`config.mk`:
```
export PLATFORM = sky130hd
export DESIGN_NAME = greedy_change_maker
export DESIGN_NICKNAME = d
export VERILOG_FILES = /design/src/rtl/core/gcm_pkg.sv /design/src/rtl/core/gcm_divider.sv /design/src/rtl/core/gcm_cfg_regs.sv /design/src/rtl/core/greedy_change_maker.sv
export SDC_FILE = /design/constraint.sdc
export NUM_CORES = 1
export LEC_CHECK = 0
export BUFFER_PORTS_ARGS = -buffer_cell sky130_fd_sc_hd__buf_2
export CAP_MARGIN = 15
export CORE_MARGIN = 4
export CORE_UTILIZATION = 50
export CTS_CLUSTER_SIZE = 10
export DETAILED_ROUTE_END_ITERATION = 10
export PLACE_DENSITY = 0.75
export SYNTH_ARGS = -nofsm -noshare
export SYNTH_HDL_FRONTEND = slang
export SYNTH_HIERARCHICAL = 1
export SYNTH_SLANG_ARGS = --single-unit
```
`constraint.sdc`:
```
create_clock -name aclk -period 4 [get_ports aclk]
set_input_delay 0.4 -clock aclk [delete_from_list [all_inputs] [get_ports aclk]]
set_output_delay 0.4 -clock aclk [all_outputs]
set_load 0.02 [all_outputs]
```
`src/rtl/core/gcm_pkg.sv`:
```
`timescale 1ns / 1ps
// ----------------------------------------------------------------------------
// gcm_pkg: shared types and constants of the greedy change maker
// Register indexes, reset values, sequencer states and divider handshake
// structs.
// ----------------------------------------------------------------------------
package gcm_pkg;

    localparam int COIN_INDEX_WIDTH = 3;
    localparam int COIN_COUNT_WIDTH = 3;
    localparam int CFG_INDEX_WIDTH  = 3;
    localparam int NUM_DENOM_REGS   = 6;

    localparam logic [CFG_INDEX_WIDTH-1:0]  CFG_COIN_COUNT    = 3'd0;
    localparam logic [COIN_COUNT_WIDTH-1:0] COIN_COUNT_RESET  = 3'd6;

    localparam int DENOM_RESET [NUM_DENOM_REGS] = '{100, 50, 25, 10, 5, 1};

    typedef enum logic [1:0] {
        ST_IDLE,
        ST_LOAD,
        ST_DIVIDE,
        ST_PUBLISH
    } gcm_state_t;

    typedef struct packed {
        logic start;
    } gcm_div_ctrl_t;

    typedef struct packed {
        logic busy;
        logic done;
    } gcm_div_status_t;

endpackage

```
`src/rtl/core/gcm_divider.sv`:
```
`timescale 1ns / 1ps
// ----------------------------------------------------------------------------
// gcm_divider: bit-serial restoring divider
// Shifts the dividend out one bit per cycle and the quotient in one bit per
// cycle; the result holds until the next start.
// ----------------------------------------------------------------------------
module gcm_divider
    import gcm_pkg::*;
#(
    parameter int AMOUNT_WIDTH = 20,
    parameter int DENOM_WIDTH  = 16
) (
    input  logic                    aclk,
    input  logic                    aresetn,
    input  gcm_div_ctrl_t           ctrl,
    input  logic [AMOUNT_WIDTH-1:0] dividend,
    input  logic [DENOM_WIDTH-1:0]  divisor,
    output gcm_div_status_t         status,
    output logic [AMOUNT_WIDTH-1:0] quotient,
    output logic [AMOUNT_WIDTH-1:0] remainder
);

    localparam int CW = $clog2(AMOUNT_WIDTH + 1);
    localparam int RW = (DENOM_WIDTH > AMOUNT_WIDTH) ? DENOM_WIDTH : AMOUNT_WIDTH;

    logic                    busy_reg, busy_next;
    logic                    done_reg, done_next;
    logic [CW-1:0]           cnt_reg, cnt_next;
    logic [DENOM_WIDTH-1:0]  r_reg, r_next;
    logic [AMOUNT_WIDTH-1:0] q_reg, q_next;
    logic [DENOM_WIDTH-1:0]  d_reg, d_next;
    logic [DENOM_WIDTH:0]    trial;
    logic                    fits;
    logic [RW-1:0]           rem_wide;

    always_ff @(posedge aclk) begin
        if (!aresetn) begin
            busy_reg <= 1'b0;
            done_reg <= 1'b0;
            cnt_reg  <= '0;
        end else begin
            busy_reg <= busy_next;
            done_reg <= done_next;
            cnt_reg  <= cnt_next;
        end
        r_reg <= r_next;
        q_reg <= q_next;
        d_reg <= d_next;
    end

    always_comb begin
        trial     = {r_reg, q_reg[AMOUNT_WIDTH-1]} - {1'b0, d_reg};
        fits      = !trial[DENOM_WIDTH];
        busy_next = busy_reg;
        done_next = 1'b0;
        cnt_next  = cnt_reg;
        r_next    = r_reg;
        q_next    = q_reg;
        d_next    = d_reg;
        if (ctrl.start) begin
            busy_next = 1'b1;
            cnt_next  = CW'(AMOUNT_WIDTH);
            r_next    = '0;
            q_next    = dividend;
            d_next    = divisor;
        end else if (busy_reg) begin
            // shift in one dividend bit, subtract if it fits
            r_next   = fits ? trial[DENOM_WIDTH-1:0]
                            : {r_reg[DENOM_WIDTH-2:0], q_reg[AMOUNT_WIDTH-1]};
            q_next   = {q_reg[AMOUNT_WIDTH-2:0], fits};
            cnt_next = cnt_reg - 1'b1;
            if (cnt_reg == CW'(1)) begin
                busy_next = 1'b0;
                done_next = 1'b1;
            end
        end
    end

    assign rem_wide    = RW'(r_reg);
    assign quotient    = q_reg;
    assign remainder   = rem_wide[AMOUNT_WIDTH-1:0];
    assign status.busy = busy_reg;
    assign status.done = done_reg;

endmodule

```
`src/rtl/core/gcm_cfg_regs.sv`:
```
`timescale 1ns / 1ps
// ----------------------------------------------------------------------------
// gcm_cfg_regs: configuration register file
// Holds the coin count and the denominations; derives the index of the last
// denomination in use.
// ----------------------------------------------------------------------------
module gcm_cfg_regs
    import gcm_pkg::*;
#(
    parameter int MAX_COINS   = 6,
    parameter int DENOM_WIDTH = 16
) (
    input  logic                        aclk,
    input  logic                        aresetn,
    input  logic                        cfg_we,
    input  logic [CFG_INDEX_WIDTH-1:0]  cfg_index,
    input  logic [DENOM_WIDTH-1:0]      cfg_data,
    output logic [DENOM_WIDTH-1:0]      denom [MAX_COINS],
    output logic [COIN_INDEX_WIDTH-1:0] last_index
);

    localparam int IDXW = (MAX_COINS > 1) ? $clog2(MAX_COINS) : 1;

    logic [COIN_COUNT_WIDTH-1:0] coin_count_reg;
    logic [DENOM_WIDTH-1:0]      denom_reg [MAX_COINS];
    logic [CFG_INDEX_WIDTH-1:0]  slot;

    assign slot = cfg_index - 1'b1;

    always_ff @(posedge aclk) begin
        if (!aresetn) begin
            coin_count_reg <= COIN_COUNT_RESET;
            for (int i = 0; i < MAX_COINS; i++) begin
                denom_reg[i] <= DENOM_WIDTH'(DENOM_RESET[i]);
            end
        end else if (cfg_we) begin
            if (cfg_index == CFG_COIN_COUNT) begin
                coin_count_reg <= cfg_data[COIN_COUNT_WIDTH-1:0];
            end else if (int'(slot) < MAX_COINS) begin
                denom_reg[slot[IDXW-1:0]] <= cfg_data;
            end
        end
    end

    always_comb begin
        priority if (coin_count_reg == '0) begin
            last_index = '0;
        end else if (int'(coin_count_reg) > MAX_COINS) begin
            last_index = COIN_INDEX_WIDTH'(MAX_COINS - 1);
        end else begin
            last_index = COIN_INDEX_WIDTH'(coin_count_reg - 1'b1);
        end
    end

    assign denom = denom_reg;

endmodule

```
`src/rtl/core/greedy_change_maker.sv`:
```
`timescale 1ns / 1ps
// ----------------------------------------------------------------------------
// greedy_change_maker: greedy coin change over configured denominations
// Pays out each amount word greedily over the denominations in index order
// and returns one result word per denomination in use.
// ----------------------------------------------------------------------------
// An amount word is taken only when the previous one has been fully worked
// through; it then yields one result word per denomination in use, index 0
// first, with tlast on the final one. Each nonzero denomination is divided
// by a shared bit-serial divider that retires one quotient bit per cycle;
// a zero denomination bypasses the divider. A result word may wait in the
// output register while the next division runs.
module greedy_change_maker
    import gcm_pkg::*;
#(
    parameter int MAX_COINS    = 6,
    parameter int AMOUNT_WIDTH = 20,
    parameter int DENOM_WIDTH  = 16
) (
    input  logic                                  aclk,
    input  logic                                  aresetn,
    // configuration
    input  logic                                  cfg_we,
    input  logic [CFG_INDEX_WIDTH-1:0]            cfg_index,
    input  logic [DENOM_WIDTH-1:0]                cfg_data,
    // amount words
    input  logic                                  s_tvalid,
    output logic                                  s_tready,
    input  logic [((AMOUNT_WIDTH+7)/8)*8-1:0]     s_tdata,  // amount
    // result words
    output logic                                  m_tvalid,
    input  logic                                  m_tready,
    // coin_index, coins_given, leftover
    output logic [((2*AMOUNT_WIDTH+10)/8)*8-1:0]  m_tdata,
    output logic                                  m_tlast
);

    localparam int IDXW  = (MAX_COINS > 1) ? $clog2(MAX_COINS) : 1;
    localparam int OUT_W = ((2 * AMOUNT_WIDTH + 10) / 8) * 8;

    gcm_state_t                  state_reg, state_next;
    logic [AMOUNT_WIDTH-1:0]     rem_reg, rem_next;
    logic [COIN_INDEX_WIDTH-1:0] idx_reg, idx_next;
    logic                        zero_reg, zero_next;
    logic                        m_tvalid_reg, m_tvalid_next;
    logic [COIN_INDEX_WIDTH-1:0] out_index_reg, out_index_next;
    logic [AMOUNT_WIDTH-1:0]     out_count_reg, out_count_next;
    logic [AMOUNT_WIDTH-1:0]     out_left_reg, out_left_next;
    logic                        out_last_reg, out_last_next;

    logic [DENOM_WIDTH-1:0]      denom [MAX_COINS];
    logic [COIN_INDEX_WIDTH-1:0] last_index;
    logic [DENOM_WIDTH-1:0]      denom_sel;
    gcm_div_ctrl_t               div_ctrl;
    gcm_div_status_t             div_status;
    logic [AMOUNT_WIDTH-1:0]     div_quot;
    logic [AMOUNT_WIDTH-1:0]     div_rem;
    logic [AMOUNT_WIDTH-1:0]     res_count;
    logic [AMOUNT_WIDTH-1:0]     res_left;
    logic                        slot_free;
    logic                        publish;

    gcm_cfg_regs #(
        .MAX_COINS   (MAX_COINS),
        .DENOM_WIDTH (DENOM_WIDTH)
    ) u_cfg (
        .aclk       (aclk),
        .aresetn    (aresetn),
        .cfg_we     (cfg_we),
        .cfg_index  (cfg_index),
        .cfg_data   (cfg_data),
        .denom      (denom),
        .last_index (last_index)
    );

    gcm_divider #(
        .AMOUNT_WIDTH (AMOUNT_WIDTH),
        .DENOM_WIDTH  (DENOM_WIDTH)
    ) u_div (
        .aclk      (aclk),
        .aresetn   (aresetn),
        .ctrl      (div_ctrl),
        .dividend  (rem_reg),
        .divisor   (denom_sel),
        .status    (div_status),
        .quotient  (div_quot),
        .remainder (div_rem)
    );

    always_ff @(posedge aclk) begin
        if (!aresetn) begin
            state_reg    <= ST_IDLE;
            m_tvalid_reg <= 1'b0;
        end else begin
            state_reg    <= state_next;
            m_tvalid_reg <= m_tvalid_next;
        end
        rem_reg       <= rem_next;
        idx_reg       <= idx_next;
        zero_reg      <= zero_next;
        out_index_reg <= out_index_next;
        out_count_reg <= out_count_next;
        out_left_reg  <= out_left_next;
        out_last_reg  <= out_last_next;
    end

    assign denom_sel = denom[idx_reg[IDXW-1:0]];
    assign res_count = zero_reg ? '0 : div_quot;
    assign res_left  = zero_reg ? rem_reg : div_rem;
    assign slot_free = !m_tvalid_reg || m_tready;
    assign publish   = slot_free && ((state_reg == ST_PUBLISH) ||
                                     (state_reg == ST_DIVIDE && div_status.done));

    always_comb begin
        state_next     = state_reg;
        rem_next       = rem_reg;
        idx_next       = idx_reg;
        zero_next      = zero_reg;
        div_ctrl.start = 1'b0;
        s_tready       = 1'b0;
        m_tvalid_next  = m_tvalid_reg && !m_tready;
        out_index_next = out_index_reg;
        out_count_next = out_count_reg;
        out_left_next  = out_left_reg;
        out_last_next  = out_last_reg;

        unique case (state_reg)
            ST_IDLE: begin
                s_tready = 1'b1;
                if (s_tvalid) begin
                    rem_next   = s_tdata[AMOUNT_WIDTH-1:0];
                    idx_next   = '0;
                    state_next = ST_LOAD;
                end
            end
            ST_LOAD: begin
                // zero denomination: bypass the divider
                zero_next = (denom_sel == '0);
                if (denom_sel == '0) begin
                    state_next = ST_PUBLISH;
                end else begin
                    div_ctrl.start = 1'b1;
                    state_next     = ST_DIVIDE;
                end
            end
            ST_DIVIDE: begin
                if (div_status.done && !slot_free) begin
                    state_next = ST_PUBLISH;
                end
            end
            ST_PUBLISH: begin
            end
            default: begin
                state_next = ST_IDLE;
            end
        endcase

        if (publish) begin
            m_tvalid_next  = 1'b1;
            out_index_next = idx_reg;
            out_count_next = res_count;
            out_left_next  = res_left;
            out_last_next  = (idx_reg == last_index);
            rem_next       = res_left;
            if (idx_reg == last_index) begin
                state_next = ST_IDLE;
            end else begin
                idx_next   = idx_reg + 1'b1;
                state_next = ST_LOAD;
            end
        end
    end

    assign m_tvalid = m_tvalid_reg;
    assign m_tdata  = OUT_W'({out_left_reg, out_count_reg, out_index_reg});
    assign m_tlast  = out_last_reg;

`ifndef SYNTHESIS
    assert property (@(posedge aclk) disable iff (!aresetn)
        (state_reg == ST_IDLE) |-> !div_status.busy)
        else $error("divider busy while sequencer idle");

    assert property (@(posedge aclk) disable iff (!aresetn)
        div_status.done |-> (state_reg == ST_DIVIDE))
        else $error("divider finished outside a division");

    assert property (@(posedge aclk) disable iff (!aresetn)
        (s_tvalid && s_tready) |=> !s_tready)
        else $error("amount word taken while previous one in progress");

    assert property (@(posedge aclk) disable iff (!aresetn)
        m_tvalid_reg |-> (out_index_reg <= last_index))
        else $error("result word beyond last denomination in use");
`endif

endmodule
```
# Word level (Yosys, flattened, before mapping)

Index checks and enable logic that the tools add are counted.

Flip-flop bits (word level): 229
Latch bits: 0
RAM bits: 0
ROM bits: 0
Logic and storage cells: 105
Memories: 0

Add/sub/neg operators: 5
Multipliers: 0
Divide/modulo/power cells: 0
Magnitude comparators: 5
Equality and inequality tests: 7
Shift-type cells: 0
Muxes and demuxes: 35
Bitwise logic cells: 5
Reductions and logical operators: 25

Operators with widths:

| operator            | count |
|---|---|
| $mux 20             | 6 |
| $bwmux 96           | 1 |
| $mux 16             | 4 |
| $bmux 16 s3         | 1 |
| $demux 16 s3        | 1 |
| $mux 3              | 6 |
| $sub 17x16->17      | 1 |
| $logic_not 16->1    | 1 |
| $mux 1              | 10 |
| $mux 5              | 2 |
| $ge 4x4->1 const B  | 2 |
| $not 3->4           | 2 |
| $logic_not 3->1     | 2 |
| $mux 2              | 3 |
| $pmux 2 s3          | 1 |
| $reduce_and 3->1    | 2 |
| $reduce_bool 2->1   | 3 |
| $sub 3x1->3 const B | 2 |
| $eq 5x1->1 const B  | 1 |
| $logic_and 1x1->1   | 5 |
| $sub 5x1->5 const B | 1 |
| $eq 2x2->1 const B  | 2 |
| $logic_not 1->1     | 4 |
| $lt 4x1->1 const B  | 1 |
| other kinds (14)    | 18 |

# Depth between registers and ports, before layout

Gate-level depths: netlist of run 1.

Word-level depth: 8
Depth in mapped cells: 14
Mapped depth without buffers: 11

# By module

Netlist of run 1, hierarchy kept.

By module, submodules not included:

| module              | times used | cells an instance | area an instance (sq um) | seq. area each (sq um) |
|---|---|---|---|---|
| greedy_change_maker | 1          | 304               | 3905.0                   | 2072.0 |
| gcm_cfg_regs        | 1          | 375               | 3841.2                   | 1981.9 |
| gcm_divider         | 1          | 306               | 3274.4                   | 1541.5 |

# Least setup slack after synthesis of run 1

OpenSTA, ideal clock, no wires.

Path type: reg2reg
Start point: reg idx_reg[2]
End point: reg u_div.q_reg[0], in the netlist u_div/quotient[0], data pin
Arrival time: 3.074 ns
Data required time: 3.740 ns
Path slack: 0.666 ns
Stages on the path, launching flop included: 11
Period minus slack after synthesis: 3.334 ns
Path through: dfxtp_1 > nor2b_1 > clkbuf_1 > a21oi_1 > nand4_1 > or4_4 > inv_2 > nor2_1 > clkbuf_1 > clkbuf_1 > mux2_2

Longest elaborated chain between the ends: 8

Ends and longest elaborated chain:

| what                                       | RTL line                   | source |
|---|---|---|
| start, declared                            | greedy_change_maker.sv:43  | `logic [COIN_INDEX_WIDTH-1:0] idx_reg, idx_next;` |
| start signal, assigned                     | greedy_change_maker.sv:99  | `idx_reg <= idx_next;` |
| $not 3->4 (not written as such)            | greedy_change_maker.sv:107 | `assign denom_sel = denom[idx_reg[IDXW-1:0]];` |
| $bmux 16 s3                                | greedy_change_maker.sv:107 |  |
| $mux 16 (not written as such) (2 in a row) | greedy_change_maker.sv:107 |  |
| $logic_not 16->1                           | greedy_change_maker.sv:139 | `if (denom_sel == '0) begin` |
| $mux 1                                     | greedy_change_maker.sv:139 |  |
| $mux 1                                     | greedy_change_maker.sv:127 | `unique case (state_reg)` |
| via div_ctrl                               | greedy_change_maker.sv:54  | `gcm_div_ctrl_t div_ctrl;` |
| $mux 20                                    | gcm_divider.sv:60          | `if (ctrl.start) begin` |
| via u_div.q_next[0]                        | gcm_divider.sv:30          | `logic [AMOUNT_WIDTH-1:0] q_reg, q_next;` |
| end signal, assigned                       | gcm_divider.sv:47          | `q_reg <= q_next;` |
| end, declared                              | gcm_divider.sv:30          |  |

The timed path passes the listed nets, and every way through them passes these cells. The select of a mux whose other input is x is not followed.
A chain may end at the register's enable or synchronous reset.

# Final worst setup path of run 1

Start point: reg idx_reg[0]
End point: reg u_div.r_reg[14]

Longest elaborated chain between the ends: 7

Ends and longest elaborated chain:

| what                                       | RTL line                   | source |
|---|---|---|
| $not 3->4 (not written as such)            | greedy_change_maker.sv:107 |  |
| $bmux 16 s3                                | greedy_change_maker.sv:107 |  |
| $mux 16 (not written as such) (2 in a row) | greedy_change_maker.sv:107 |  |
| $logic_not 16->1                           | greedy_change_maker.sv:139 |  |
| $mux 1                                     | greedy_change_maker.sv:139 |  |
| $mux 1                                     | greedy_change_maker.sv:127 |  |
| via div_ctrl                               | greedy_change_maker.sv:54  |  |
| end signal, assigned                       | gcm_divider.sv:46          | `r_reg <= r_next;` |
| end, declared                              | gcm_divider.sv:29          | `logic [DENOM_WIDTH-1:0] r_reg, r_next;` |

The timed path passes the listed nets, and every way through them passes these cells. The select of a mux whose other input is x is not followed.

==> flow_metrics.tcl, run 1 <==
set metrics [dict create \
    fp.dieArea_um2 24460 \
    slew_headroom 0.3134 \
    drv_slew 0 \
    numPortBuffers 89 \
    finClkSkew_ns 0.01205 \
    whs_path_depth 3 \
    gp_congestion 0.8189 \
    worstPathRequired_ns 4.47 \
    worstPathCellList "buf_4 > mux2_1 > a21oi_1 > nand4_1 > or4_4 > inv_2 > nor2_4 > nor2_1 > o211ai_1 > a211oi_1 > a221o_1" \
    wl_per_cell_um 15.79 \
    min_to "u_cfg/coin_count_reg[2]" \
    yosys_warnings 6 \
    viasPerCell 5.307 \
    fin_util 0.5716 \
    r2r-start "idx_reg[0]" \
    grt_max_degree 61 \
    worstSetupEndpointType "flop" \
    max_cap_violations 0 \
    post_cts_resized 0 \
    path_delay_family "simple AND/OR/NAND/NOR gates" \
    dr.max_layer_used "met4" \
    cp_max_fo 23 \
    final_hold_viol_count 0 \
    largest_reg_flops 96 \
    reg2reg_setup_slack_ns 0.70 \
    cpPeakStageDelay_ns 0.58 \
    power_density_nw_per_um2 658.7 \
    core_area_um2 21760 \
    rr_worst_depth 11 \
    cp.arrival_ns 3.77 \
    drc 0 \
    synth_cells 984 \
    critPathKind "flop to flop" \
    tightest_slew_ns 1.030 \
    cp_slowest_cell "or4_4" \
    track_usage 0.1735 \
    ctsRootBufferMaster "clkbuf_16" \
    nets 1146 \
    finalSetupTns_ns 0 \
    hpwlAfterDp_um 14470 \
    worst_setup_path_start_kind "flop" \
    cp_num_cells 11 \
    io_pins 99 \
    grt_pass1_vias 7105 \
    drive_gt1_frac 0.2050 \
    drtIter0Drc 391 \
    syn_area_per_cell_um2 11.19 \
    hp-class "input pin to flop" \
    die_w_um 156.4 \
    n_antenna_cell 0 \
    fin_crit_ns 3.297 \
    grt_setup_unrepaired "false" \
    critPathBufInv 2 \
    p_leak_nw 5.170 \
    cts_buffers 27 \
    clock.fmax_ghz 0.3033 \
    syn_to_final_growth_pct 12.92 \
    initial_utilization 0.5062 \
    dr_total_vias 7233 \
    netlist_area_um2 11010 \
    cts.htree.levels 1 \
    cts_buffer_depth 3 \
    status "complete, no violations" \
    clk_pin_slew_ns 0.06 \
    finalSetupViolCount 0 \
    wl_met1_um 9836 \
    routed_wl_um 21520 \
    grt_pass1_wl_um 35110 \
    cts_tree "built" \
    clock_latency_ns 0.52 \
    period_share 0.8243 \
    cts_setup_buffers 0 \
    rr_endpoint "u_div/r_reg[14]" \
    vdd_drop_max_mv 0.3531 \
    firstDrtPassIters 7 \
    antenna_found_initial 0 \
    ant_nets 0 \
    gr-total-overflow 0 \
    rows 54 \
    cts_hold_buf 0 \
    wl_met2_um 10190 \
    dieHeight_um 156.4 \
    met3_length_um 1032 \
    min_from "cfg_data[2]" \
    cts.sinks 229 \
]
[placed cells by master, fill, tap and decap left out, types with 9 or more instances in the layout]
cell,n
dfxtp_1,127
a21oi_1,34
mux2i_1,144
ha_1,28
nor2_1,31
o22ai_1,17
inv_1,50
nand2_1,134
o21ai_0,11
clkbuf_16,27
mux2_2,66
edfxtp_1,101
mux2_1,9
nor2b_1,51
clkbuf_1,12
xor2_1,9
buf_4,18
conb_1,9
buf_2,88
xnor2_1,10
[report_power, final]
part / switching (W) / internal [W]
Clock: 0.000885 / 0.00133
Combinational: 0.00150 / 0.00116
Sequential: 0.000257 / 0.00305
Total: 0.00264 / 0.00555
[worst max-delay path by stage]
stage / start / to / slack (ns)
2_1_floorplan: idx_reg[2] / u_div/quotient[0] / 0.67
3_3_place_gp: idx_reg[0] / u_div/r_reg[14] / 0.85
3_5_place_dp: idx_reg[0] / u_div/r_reg[15] / 0.73
4_1_cts: idx_reg[0] / u_div/r_reg[15] / 0.70
5_1_grt: idx_reg[0] / u_div/r_reg[15] / 0.48
6_report: idx_reg[0] / u_div/r_reg[14] / 0.70
[per-stage QoR]
stage | setup slack [ns] | hold WS [ns] | power [W] | cell area [um2] | std cells
floorplan | 0.6663 | 0.4306 | 0.005472 | 11040 | 991
global placement | 0.8468 | 0.4409 | 0.005934 | 11650 | 1320
detailed placement | 0.7279 | 0.4478 | 0.006008 | 11650 | 1320
CTS | 0.6973 | 0.1333 | 0.008254 | 12440 | 1363
global route | 0.4806 | 0.1572 | 0.008694 | 12440 | 1363
finish | 0.7027 | 0.1545 | 0.008192 | 12440 | 1363
[worst register-to-register path: stages (launching register included)]
cell      delay [ns]
dfxtp_2         0.35
buf_4           0.36
mux2_1          0.38
a21oi_1         0.33
nand4_1         0.14
or4_4           0.58
inv_2           0.10
nor2_4          0.09
nor2_1          0.31
o211ai_1        0.16
a211oi_1        0.27
a221o_1         0.19
[final cells by class]
cell class	count	area (um2)
clock buffer	41	748.2
tap	280	350.3
sequential	229	5597
clock inverter	2	38.79
multi-input combinational	652	4911
inverter	52	195.2
timing repair buffer	107	595.6
fill	1850	9320
[metal layers]
layer	vias up	track usage
li1	3623	-
met1	3427	0.2344
met2	147	0.2923
met4	0	0.04339
met5	-	0
met3	36	0.02959
(Power assumes the default switching activity.)
==> run 2: changes to the inputs <==
--- a/config.mk
+++ b/config.mk
@@ -11,7 +11,7 @@
 export CORE_UTILIZATION = 50
 export CTS_CLUSTER_SIZE = 10
 export DETAILED_ROUTE_END_ITERATION = 10
-export PLACE_DENSITY = 0.75
+export PLACE_DENSITY = 0.78
 export SYNTH_ARGS = -nofsm -noshare
 export SYNTH_HDL_FRONTEND = slang
 export SYNTH_HIERARCHICAL = 1
==> constraint.sdc (replaced) <==
create_clock -name aclk -period 2.8 [get_ports aclk]
set_input_delay 0.28 -clock aclk [delete_from_list [all_inputs] [get_ports aclk]]
set_output_delay 0.28 -clock aclk [all_outputs]
set_load 0.02 [all_outputs]
==> run 2 against run 1 <==
Critical path depth decreased by 1. Final area increased by 6.1%. Total power increased by 54%. Combinational power increased by 68%. Sequential power increased by 44%. Critical endpoint is now u_div/quotient[18]. Highest routed layer unchanged.
==> flow_metrics.tcl, run 2 (synthesis gave the netlist of run 1 again) <==
set metrics [dict create \
    worstPathRequired_ns 3.07 \
    clock.fmax_ghz 0.3595 \
    track_usage 0.1811 \
    ctsRootBufferMaster "clkbuf_16" \
    fillers 1707 \
    dr_total_vias 7541 \
    stdcell_count 1410 \
    core_area_um2 21760 \
    cts_hold_buf 0 \
    grt_max_degree 52 \
    clk_pin_slew_ns 0.06 \
    viasPerCell 5.348 \
    cp.arrival_ns 3.05 \
    cts_tree "built" \
    worst_setup_path_start_kind "flop" \
    power_density_nw_per_um2 955.0 \
    multiInputGateArea_um2 5117 \
    nets 1190 \
    die_w_um 156.4 \
    firstDrtPassIters 7 \
    period_share 0.9935 \
    rows 54 \
    cts.htree.levels 1 \
    max_cap_violations 0 \
    drc 0 \
    endpoint "u_div/quotient[18]" \
    drv_slew 0 \
    path_delay_family "simple AND/OR/NAND/NOR gates" \
    cp-startpoint "idx_reg[0]" \
    cts.sinks 229 \
    register_area_um2 5599 \
    hp-class "input pin to flop" \
    slew_headroom 0.3055 \
    initial_utilization 0.5062 \
    final_hold_viol_count 0 \
    ant_nets 0 \
    antenna_found_initial 0 \
    cp_num_cells 10 \
    worstPathCellList "buf_4 > buf_4 > mux2_1 > a21oi_2 > nand4_1 > or4_4 > inv_4 > nor2_4 > buf_6 > mux2_2" \
    fp.dieArea_um2 24460 \
    finClkSkew_ns 0.01589 \
    vdd_drop_max_mv 0.6006 \
    rr_worst_depth 10 \
    cp_max_fo 17 \
    cpPeakStageDelay_ns 0.56 \
    routed_wl_um 23540 \
    finalSetupViolCount 0 \
    gr-total-overflow 0 \
    fin_crit_ns 2.782 \
    syn_to_final_growth_pct 19.85 \
    critPathBufInv 4 \
    p_leak_nw 5.507 \
    drtIter0Drc 456 \
    critPathKind "flop to flop" \
    cts_buffers 28 \
    grt_pass1_wl_um 36860 \
    rr_endpoint "u_div/quotient[18]" \
    post-place-cells 1347 \
    cp_slowest_cell "or4_4" \
    layout_commonest_cell "nand2_1" \
    fin_area_um2 13200 \
    wl_per_cell_um 16.69 \
    cp_common_cell "buf_4" \
    n_antenna_cell 0 \
    drive_gt1_frac 0.2717 \
    place_area_um2 11930 \
    reg2reg_setup_slack_ns 0.02 \
    tightest_slew_ns 1.042 \
    r2r-start "idx_reg[0]" \
    clock_latency_ns 0.53 \
    io_pins 99 \
    status "complete, no violations" \
    grt_setup_unrepaired "true" \
    grt_pass1_vias 7325 \
    gp_congestion 0.8011 \
    cts_buffer_depth 3 \
    hold_slack_ns 0.02544 \
    dieHeight_um 156.4 \
    worstSetupEndpointType "flop" \
    hpwlAfterDp_um 15560 \
    largest_reg_flops 96 \
    mostFrequentLayoutCells "nand2_1 (134), mux2i_1 (133), dfxtp_1 (127)" \
    numPortBuffers 89 \
]
==> run 2: cell count changes in the layout (fill, tap and decap cells not counted), moves of 3 or more <==
cell,previous run,this run
buf_4,18,45
mux2i_1,144,133
a21oi_1,34,24
a21oi_2,1,11
mux2i_2,0,9
buf_12,1,9
o22ai_1,17,10
o22ai_2,0,7
clkbuf_16,27,32
buf_6,0,4
nor2_1,31,28
==> run 2: report_power, final <==
group | internal (W) | switching (W) | total [W]
Combinational | 0.00210 | 0.00238 | 0.00448
Clock | 0.00206 | 0.00132 | 0.00338
Sequential | 0.00436 | 0.000391 | 0.00475
Total | 0.00851 | 0.00409 | 0.0126
==> run 2: worst min path at each step <==
stage | startpoint | to | cells past startpoint
3_5_place_dp | u_cfg/denom[83] | u_cfg/denom[83] | 2
2_1_floorplan | aresetn | state_reg[1] | 1
4_1_cts | cfg_data[1] | u_cfg/coin_count_reg[1] | 3
5_1_grt | cfg_data[2] | u_cfg/coin_count_reg[2] | 3
3_3_place_gp | u_cfg/denom[26] | u_cfg/denom[26] | 2
6_report | cfg_data[2] | u_cfg/coin_count_reg[2] | 3
==> run 2: tightest hold or removal path, cell delays in order <==
cell     delay (ns)
buf_2          0.11
mux2i_1        0.07
nand2_1        0.06
==> run 2: per-layer routing <==
metal | part of all wire | vias up | GRT usage
li1 | - | 3703 | -
met2 | 0.50 | 183 | 0.3109
met5 | 0 | - | 0
met1 | 0.43 | 3614 | 0.2389
met3 | 0.051 | 41 | 0.03263
met4 | 0.020 | 0 | 0.04339
==> run 2: final cells by class <==
type / instances / share of cell area
Clock buffer: 44 / 0.06152
Clock inverter: 3 / 0.003318
Inverter: 52 / 0.01498
Multi-Input combinational cell: 653 / 0.3877
Sequential cell: 229 / 0.4242
Tap cell: 280 / 0.02654
Timing Repair Buffer: 149 / 0.08171
==> run 2: what timing repair did <==
item | CTS | global route
hold endpoints to repair | 0 | 0
pin swaps | 0 | 16
gates cloned | 0 | 4
resized for setup | 2 | 46
setup buffers | 0 | 13
endpoints found under the setup margin | 22 | 54
==> run 2: per-stage QoR <==
step	util	TNS [ns]	power, W	setup slack [ns]
global route	0.6067	-1.328	0.01331	-0.07375
global placement	0.5483	0	0.008637	0.01784
floorplan	-	-1.090	0.007831	-0.1007
finish	0.6067	0	0.01261	0.01834
detailed placement	0.5483	-0.3622	0.008786	-0.03538
CTS	0.5882	0	0.01222	0.00004752
